[src/hdl/sgr_pkg.sv]
`timescale 1ns / 1ps
`default_nettype none

package sgr_pkg;

	// Width of the group size register and of one list value.
	localparam int GSW = 5;
	localparam int VW  = 32;

	// Group size after reset.
	localparam logic [GSW-1:0] GROUP_SIZE_RESET = GSW'(2);

	// Control states: taking words, or reading a group or a list tail out of the buffer.
	typedef enum logic [0:0] {
		ST_IDLE,
		ST_DRAIN
	} state_t;

endpackage

`default_nettype wire

[src/hdl/stream_group_reverser.sv]
`timescale 1ns / 1ps
`default_nettype none

// Group reverser for a stream of signed 32-bit list values.
// Input words arrive on s_tdata (the value) with s_tlast marking the last word
// of a list. Each complete group of group_size words is sent out on m_tdata
// newest first; a short tail at the end of a list is sent in arrival order.
// m_tlast marks the last word caused by one input word, m_tuser the last word
// of the whole list. group_size is written through cfg_wen / cfg_wdata; the
// user must write it only while the block is idle, and the block itself does
// not enforce this. Zero acts as one and values above MAX_GROUP saturate.
// Words are held in one buffer memory with a registered read. Input words are
// taken one per cycle while idle; a word that closes a group or a list starts
// a read-out of n words at one word per cycle when the output does not stall.
// No input is taken during a read-out. The read register doubles as the
// output register: while it waits on m_tready the read-out pauses, and the
// input side stays open once the read-out has issued its last read.
// Reset clears the fill count and the output valid and sets group_size to 2;
// no clearing pass is needed since only written entries are ever read.
module stream_group_reverser #(
	parameter int MAX_GROUP = 16
) (
	input  wire                   clk,
	input  wire                   arst_n,
	// Configuration: group_size.
	input  wire                   cfg_wen,
	input  wire [sgr_pkg::GSW-1:0] cfg_wdata,
	// Input words.
	input  wire                   s_tvalid,
	output logic                  s_tready,
	input  wire [sgr_pkg::VW-1:0] s_tdata,   // [31:0] value
	input  wire                   s_tlast,   // is_final
	// Result words.
	output logic                  m_tvalid,
	input  wire                   m_tready,
	output logic [sgr_pkg::VW-1:0] m_tdata,  // [31:0] value_res
	output logic                  m_tlast,   // run_last
	output logic                  m_tuser    // list_end
);
	import sgr_pkg::*;

	localparam int AW = (MAX_GROUP > 1) ? $clog2(MAX_GROUP) : 1;
	localparam int CW = $clog2(MAX_GROUP + 1);
	localparam int SW = ((CW > GSW) ? CW : GSW) + 1;
	localparam logic [SW-1:0] MAX_S = SW'(MAX_GROUP);

	logic [GSW-1:0] group_size_q;
	state_t         state_q, state_nxt;
	logic [CW-1:0]  fill_q;
	logic [CW-1:0]  cnt_q;
	logic [AW-1:0]  idx_q;
	logic           rev_q;
	logic           fin_q;

	logic [VW-1:0]  mem [MAX_GROUP];
	logic [VW-1:0]  rdata_q;
	logic           valid_q;
	logic           last_q;
	logic           end_q;

	logic [SW-1:0]  gs_ext;
	logic [SW-1:0]  size_eff;
	logic [CW-1:0]  n_new;
	logic           accept;
	logic           flush;
	logic           complete;
	logic           issue;
	logic           rd_last;
	logic [CW-1:0]  rev_addr;
	logic [AW-1:0]  rd_addr;

	// Configuration register.
	always_ff @(posedge clk or negedge arst_n) begin
		if (!arst_n) begin
			group_size_q <= GROUP_SIZE_RESET;
		end else if (cfg_wen) begin
			group_size_q <= cfg_wdata;
		end
	end

	// Effective group size: zero counts as one, large values saturate.
	always_comb begin
		gs_ext = SW'(group_size_q);
		if (gs_ext == '0) begin
			size_eff = SW'(1);
		end else if (gs_ext > MAX_S) begin
			size_eff = MAX_S;
		end else begin
			size_eff = gs_ext;
		end
	end

	// Decide on each accepted word whether it starts a read-out.
	assign accept   = s_tvalid && s_tready;
	assign n_new    = fill_q + CW'(1);
	assign complete = SW'(n_new) >= size_eff;
	assign flush    = complete || s_tlast;

	// Read-out addressing: newest first for a full group, else oldest first.
	assign rd_last  = (CW'(idx_q) + CW'(1)) == cnt_q;
	assign rev_addr = cnt_q - CW'(1) - CW'(idx_q);
	assign rd_addr  = rev_q ? rev_addr[AW-1:0] : idx_q;

	// Next state.
	always_comb begin
		state_nxt = state_q;
		unique case (state_q)
			ST_IDLE: begin
				if (accept && flush) begin
					state_nxt = ST_DRAIN;
				end
			end
			ST_DRAIN: begin
				if (issue && rd_last) begin
					state_nxt = ST_IDLE;
				end
			end
			default: state_nxt = ST_IDLE;
		endcase
	end

	// State outputs.
	always_comb begin
		s_tready = 1'b0;
		issue    = 1'b0;
		unique case (state_q)
			ST_IDLE: begin
				s_tready = 1'b1;
			end
			ST_DRAIN: begin
				issue = !valid_q || m_tready;
			end
			default: begin
				s_tready = 1'b0;
			end
		endcase
	end

	// Control registers.
	always_ff @(posedge clk or negedge arst_n) begin
		if (!arst_n) begin
			state_q <= ST_IDLE;
			fill_q  <= '0;
			idx_q   <= '0;
			valid_q <= 1'b0;
		end else begin
			state_q <= state_nxt;
			if (accept) begin
				fill_q <= flush ? '0 : n_new;
				idx_q  <= '0;
			end else if (issue) begin
				idx_q <= idx_q + AW'(1);
			end
			if (issue) begin
				valid_q <= 1'b1;
			end else if (m_tready) begin
				valid_q <= 1'b0;
			end
		end
	end

	// Read-out parameters latched with the word that closes a run.
	always_ff @(posedge clk) begin
		if (accept && flush) begin
			cnt_q <= n_new;
			rev_q <= complete;
			fin_q <= s_tlast;
		end
		if (issue) begin
			last_q <= rd_last;
			end_q  <= rd_last && fin_q;
		end
	end

	// Buffer memory: write on accept, registered read during read-out.
	always_ff @(posedge clk) begin
		if (accept) begin
			mem[fill_q[AW-1:0]] <= s_tdata;
		end
		if (issue) begin
			rdata_q <= mem[rd_addr];
		end
	end

	// The read register doubles as the output stage.
	assign m_tvalid = valid_q;
	assign m_tdata  = rdata_q;
	assign m_tlast  = last_q;
	assign m_tuser  = end_q;

`ifndef SYNTHESIS
	// The fill count never reaches the buffer depth.
	a_fill_range: assert property (@(posedge clk) disable iff (!arst_n)
		SW'(fill_q) < MAX_S)
		else $error("fill count out of range");

	// During a read-out the buffer is already marked empty.
	a_drain_empty: assert property (@(posedge clk) disable iff (!arst_n)
		state_q == ST_DRAIN |-> fill_q == '0)
		else $error("buffer not empty during read-out");

	// The read index stays inside the run being read out.
	a_idx_range: assert property (@(posedge clk) disable iff (!arst_n)
		state_q == ST_DRAIN |-> CW'(idx_q) < cnt_q)
		else $error("read index beyond run");

	// The end of a list is always the end of a run.
	a_end_last: assert property (@(posedge clk) disable iff (!arst_n)
		m_tvalid && m_tuser |-> m_tlast)
		else $error("list end without run end");
`endif

endmodule

`default_nettype wire

[config.mk]
export PLATFORM = sky130hd
export DESIGN_NAME = stream_group_reverser
export DESIGN_NICKNAME = d
export VERILOG_FILES = /design/src/hdl/sgr_pkg.sv /design/src/hdl/stream_group_reverser.sv
export SDC_FILE = /design/constraint.sdc
export NUM_CORES = 1
export LEC_CHECK = 0
export ABC_CLOCK_PERIOD_IN_PS = 5600
export CAP_MARGIN = 20
export CORE_MARGIN = 1.5
export CORE_UTILIZATION = 51
export DETAILED_ROUTE_END_ITERATION = 6
export DONT_BUFFER_PORTS = 1
export GPL_TIMING_DRIVEN = 0
export PLACE_DENSITY = 0.66
export SYNTH_ARGS = -nofsm -noshare
export SYNTH_HDL_FRONTEND = slang
export SYNTH_SLANG_ARGS = --single-unit
[constraint.sdc]
create_clock -name clk -period 5.6 [get_ports clk]
set_input_delay 0.56 -clock clk [delete_from_list [all_inputs] [get_ports clk]]
set_output_delay 0.56 -clock clk [all_outputs]
set_load 0.02 [all_outputs]
[Yosys cells after proc, flatten, opt, wreduce, memory -nomap -nowiden]
Memories as Yosys holds them, arrays and structs flattened. A register that Yosys moved wholly into a read port is not among the register bits.
Cells that the tools add are included.
Word-level totals
  input port bits: 43
  bits in writable memories: 512
  memories kept: 1
  bits in registers: 25
  word-level logic and storage cells: 45
  output and inout bits: 36
Memory list
  mem: depth 16, width 32, rd ports 1, clocked after Yosys merged registers in 1, wr ports 1, line stream_group_reverser.sv:55  | logic [VW-1:0] mem [MAX_GROUP];
Cells by class
  bitwise logic cells: 1
  multiplexer cells: 15
  reduce and logical (&&, ||, !) cells: 10
  add/subtract/negate cells: 5
  order comparisons: 2
  eq/ne operators: 1
Operators by type and width (count)
  2-to-1 mux 4 bit: 3
  2-to-1 mux 5 bit: 2
  2-to-1 mux 1 bit: 8
  >= comparator 5 x 6 -> 1 bit: 1
  2-to-1 mux 6 bit: 1
  adder 4 x 1 -> 5 bit (second input constant): 1
  adder 5 x 1 -> 5 bit (second input constant): 1
  == test 5 bit: 1
  greater-than comparator 5 bit (second input constant): 1
  zero test 5 bit: 1
  adder 4 x 1 -> 4 bit (second input constant): 1
  logical AND 1 bit: 4
  nonzero test 2 bit: 2
  subtractor 4 x 1 -> 4 bit (second input constant): 1
  subtractor 4 bit: 1
  logical OR 1 bit: 2
  case mux 1 bit (2 select lines): 1
  zero test 1 bit: 1
  NOT 1 bit: 1

[Depth between registers and ports, before layout]
  word-level depth: 8
  depth in mapped cells: 10
  mapped depth without buffers: 9

[Least setup slack after synthesis]
Ideal clock, no wire load.
  path kind: input-to-reg
  start: input port s_tvalid
  end: memory mem[0][0] (enable)
  library setup time: 461 ps
  data required time: 5139 ps
  setup slack: 1787 ps
  stages: 4
  data arrival time: 3352 ps
  buffers on the path: 1
  cell sequence: nor2b_1 > clkbuf_1 > nand2_1 > nor3_1
On the way
  word-level cells in the longest chain between the ends: 3
RTL lines
  start, declared: line stream_group_reverser.sv:29  | input wire s_tvalid,
  logical AND 1 bit: line stream_group_reverser.sv:94  | assign accept = s_tvalid && s_tready;
  2-to-1 mux 1 bit: line stream_group_reverser.sv:177  | if (accept) begin
  2-to-1 mux 1 bit (implied by the code): line stream_group_reverser.sv:178  | mem[fill_q[AW-1:0]] <= s_tdata;
  end, declared: line stream_group_reverser.sv:55
Every way passes these cells.

[Final worst setup path]
  start: register idx_q[0]
  end: register rdata_q[0], in the netlist m_tdata[0] (read register of mem), data pin
On the way
  word-level cells in the longest chain between the ends: 2
RTL lines
  start, declared: line stream_group_reverser.sv:51  | logic [AW-1:0] idx_q;
  start signal, assigned: line stream_group_reverser.sv:152  | idx_q <= idx_q + AW'(1);
  subtractor 4 bit: line stream_group_reverser.sv:101  | assign rev_addr = cnt_q - CW'(1) - CW'(idx_q);
  2-to-1 mux 4 bit *: line stream_group_reverser.sv:102  | assign rd_addr = rev_q ? rev_addr[AW-1:0] : idx_q;
  end, declared: line stream_group_reverser.sv:56  | logic [VW-1:0] rdata_q;
Mark *: on every way between the ends. The rest lies on a longest branch, timed or not.
A chain may end at the register's enable or synchronous reset.

==> flow_summary.yaml <==
run_status:
  status: "finished clean"
detailed_routing:
  dr.pass1.iters: 6
  first_iter_violations: 1506
  wl_per_cell_um: 23.2
  ant_nets: 0
  avgViaCountPerCell: 5.73
  drc: 0
  drt-total-wl_um: 55300
  via_count: 13700
synth:
  synth-xor-area-share_pct: 0.393
  ys_seq_elements: 569
  yosys.area_share.simple_pct: 17.5
  synth.mux.area_fraction_pct: 1.83
  synth_area_per_cell_um2: 13.4
  synth_compound_area_share_pct: 1.23
  ys_seq_area_share_pct: 76.3
  ys_async_sr_fraction_pct: 2.81
  yosys.area_share.adder_pct: 0.864
  ys.flop_type: "edfxtp_1"
  synth_nets: 1724
  yosys_warnings: 0
  synth_cells: 1667
  synth.distinct_cells: 40
  synth_edf_count: 553
  synth_top_family_by_area: "simple AND/OR/NAND/NOR gates"
  netlist_area_um2: 22300
layout:
  final_util_pct: 59.0
  seq_area_um2: 17000
  area_growth_pct: 14.0
  final_nets: 1811
  fillers: 3338
  multiInputGateArea_um2: 4970
  final_cells: 2387
  layout-drive-gt1-share_pct: 8.55
pwr:
  p_leak_uw: 0.00877
  p_sw_uw: 4700
  clock_power_share_pct: 28.6
  p_sw_share_pct: 36.4
  p_per_area_nw_per_um2: 508
  power_frac_comb_pct: 30.7
  internal_power_uw: 8220
  vdd_drop_max_v: 0.000265
  pwr-share-seq_pct: 40.7
grt:
  gr-usage-all-layers_pct: 25.1
  grt_pass1_vias: 13300
  overflow: 0
  grt_pass1_wl_um: 82100
  antenna_found_initial: 0
  grt_start_max_net_pins: 27
floorplanning:
  die_x_um: 212
  fp.dieH_um: 212
  ios: 79
  fp-row-count: 76
  core_um2: 43100
  initial_core_util_pct: 51.8
  die_area_um2: 45000
sta:
  max_freq_ghz: 0.268
  finalSetupViolCount: 0
  worst_pin_slew_ns: 1.10
  slew_headroom_pct: 26.6
  rsz0062_at_grt: "false"
  period_minus_slack_ns: 3.74
  finalMaxSlewViolations: 0
  period_share_pct: 66.8
  finClkSkew_ns: 0.0194
  hold_violations: 0
place:
  place_inst: 2279
  numPortBuffers: 0
  place_congestion: 0.802
  place_hpwl_um: 35900
cts:
  post_cts_buffers: 0
  cts_max_level: 2
  cts.clk_slew.worst_paths_ns: 0.06
  cts-resized-gates: 0
  insertion_delay_ns: 0.61
  cts_hold_buffers: 1
  cts_sinks: 569
  numCtsBuffers: 57
  cts_buffer_depth: 3
  cts_tree: "yes"
  root_buffer: "clkbuf_16"
worst_setup_path:
  critPathArrivalTime_ns: 4.17
  path_max_fanout: 10
  critPathKind: "register to register"
  crit_required_ns: 6.03
  end_kind: "register"
  crit_path_start_kind: "register"
hold_path:
  hp-class: "input port to register"
flow_run:
  drv_cap: 0
per-layer routing:
| layer | vias to the layer above | wire, µm | global-route usage [%] |
|---|---|---|---|
| met3 | 91 | 4640 | 4.12 |
| li1 | 6227 | - | - |
| met2 | 610 | 26400 | 40.7 |
| met5 | - | 0 | 0 |
| met1 | 6756 | 22900 | 34.7 |
| met4 | 0 | 1370 | 8.72 |
registers in the layout, indices dropped and copies added (netlist names):
register      cells
cnt_q             5
state_q           1
fill_q            5
m_tdata          32
idx_q             4
m_tuser           1
rev_q             1
m_tvalid          1
group_size_q      5
mem             512
m_tlast           1
fin_q             1
worst max-delay path, cell delays in order (launching register included):
cell and delay (ns):
dfrtp_1 0.56, inv_1 0.15, ha_1 0.23, fa_1 0.52, mux2i_1 0.27, clkbuf_1 0.59, clkbuf_1 0.55, nand2_1 0.11
nand3_1 0.12, nand4_1 0.19, mux2i_1 0.25
Yosys cell counts (2+ instances only):
master	n	area, µm²
nand2b_1	5	31.3
mux2i_1	34	340
nor3_1	6	30.0
o21ai_0	10	50.1
o32ai_1	6	52.6
nand3_1	265	1330
xnor2_1	5	43.8
a21o_1	4	30.0
nand2_1	534	2000
ha_1	13	163
xor2_1	5	43.8
inv_1	14	52.6
a32o_1	2	20.0
nor2_1	16	60.1
buf_6	3	33.8
buf_2	15	75.1
dfrtp_1	15	375
buf_1	8	30.0
clkbuf_1	63	236
a21oi_1	3	15.0
nand4_1	64	400
mux2_2	6	67.6
edfxtp_1	553	16600
nor4b_1	2	17.5
layout make-up:
class | count | area share, %
multi-input cells | 994 | 19.5
diodes | 1 | 0.00984
clock buffers | 69 | 5.87
flip-flops and latches | 569 | 66.9
well taps | 585 | 2.88
plain buffers | 90 | 1.51
inverters | 14 | 0.207
repair buffers | 28 | 1.85
clock inverters | 37 | 1.24
power groups by stage:
stage,registers (µW),logic [µW],clock network (µW)
final,5260,3970,3690
after global routing,5280,4350,3880
after CTS,5270,3990,3720
after detailed placement,5360,3950,0
after global placement,5370,3860,0
after floorplan,5330,2470,0
metrics by stage:
stage / hold slack (ns) / TNS [ns] / cell area [µm²] / setup WS [ns] / power [µW]
2_1_floorplan: 0.264 / 0 / 22300 / 1.79 / 7800
3_3_place_gp: 0.265 / -72.75 / 23000 / -0.744 / 9230
3_5_place_dp: 0.265 / 0 / 23600 / 2.01 / 9310
4_1_cts: 0.0123 / 0 / 25400 / 1.91 / 13000
5_1_grt: 0.0184 / 0 / 25400 / 1.70 / 13500
6_report: 0.0334 / 0 / 25400 / 1.86 / 12900
final timing paths:
path / from / to / slack [ns] / cells past startpoint
min in group asynchronous: arst_n / group_size_q[3]$_DFFE_PN0P_ / 0.46 / 1
max reg2reg: idx_q[0]$_DFFE_PN0P_ / m_tdata[0]$_DFFE_PP_ / 1.86 / 10
min: s_tdata[27] / mem[5][27]$_DFFE_PP_ / 0.03 / 0
max in group asynchronous: arst_n / fill_q[3]$_DFFE_PN0P_ / 4.66 / 1
max: idx_q[0]$_DFFE_PN0P_ / m_tdata[0]$_DFFE_PP_ / 1.86 / 10
min reg2reg: fill_q[4]$_DFFE_PN0P_ / fill_q[4]$_DFFE_PN0P_ / 0.51 / 2
layout by cell type (no fill, tap or decap), drive strengths merged, types with 6 or more instances in the layout:
master	n
buf	54
clkbuf	132
clkinv	30
dfrtp	15
edfxtp	553
ha	13
inv	15
mux2	6
mux2i	34
nand2	534
nand3	265
nand4	64
nor2	16
nor3	6
o21ai	10
o32ai	6
cell families (layout without fill, tap and decap cells):
logic type / count (synthesis) / after routing
and+or+nand+nor: 896 / 896
DFF: 569 / 569
buffers and inverters: 104 / 238
muxes: 40 / 40
AOI/OAI and AO/OA: 33 / 33
adders and majority gates: 15 / 15
xor gates and xnor gates: 10 / 10
other: 0 / 1
(Power assumes the default switching activity.)
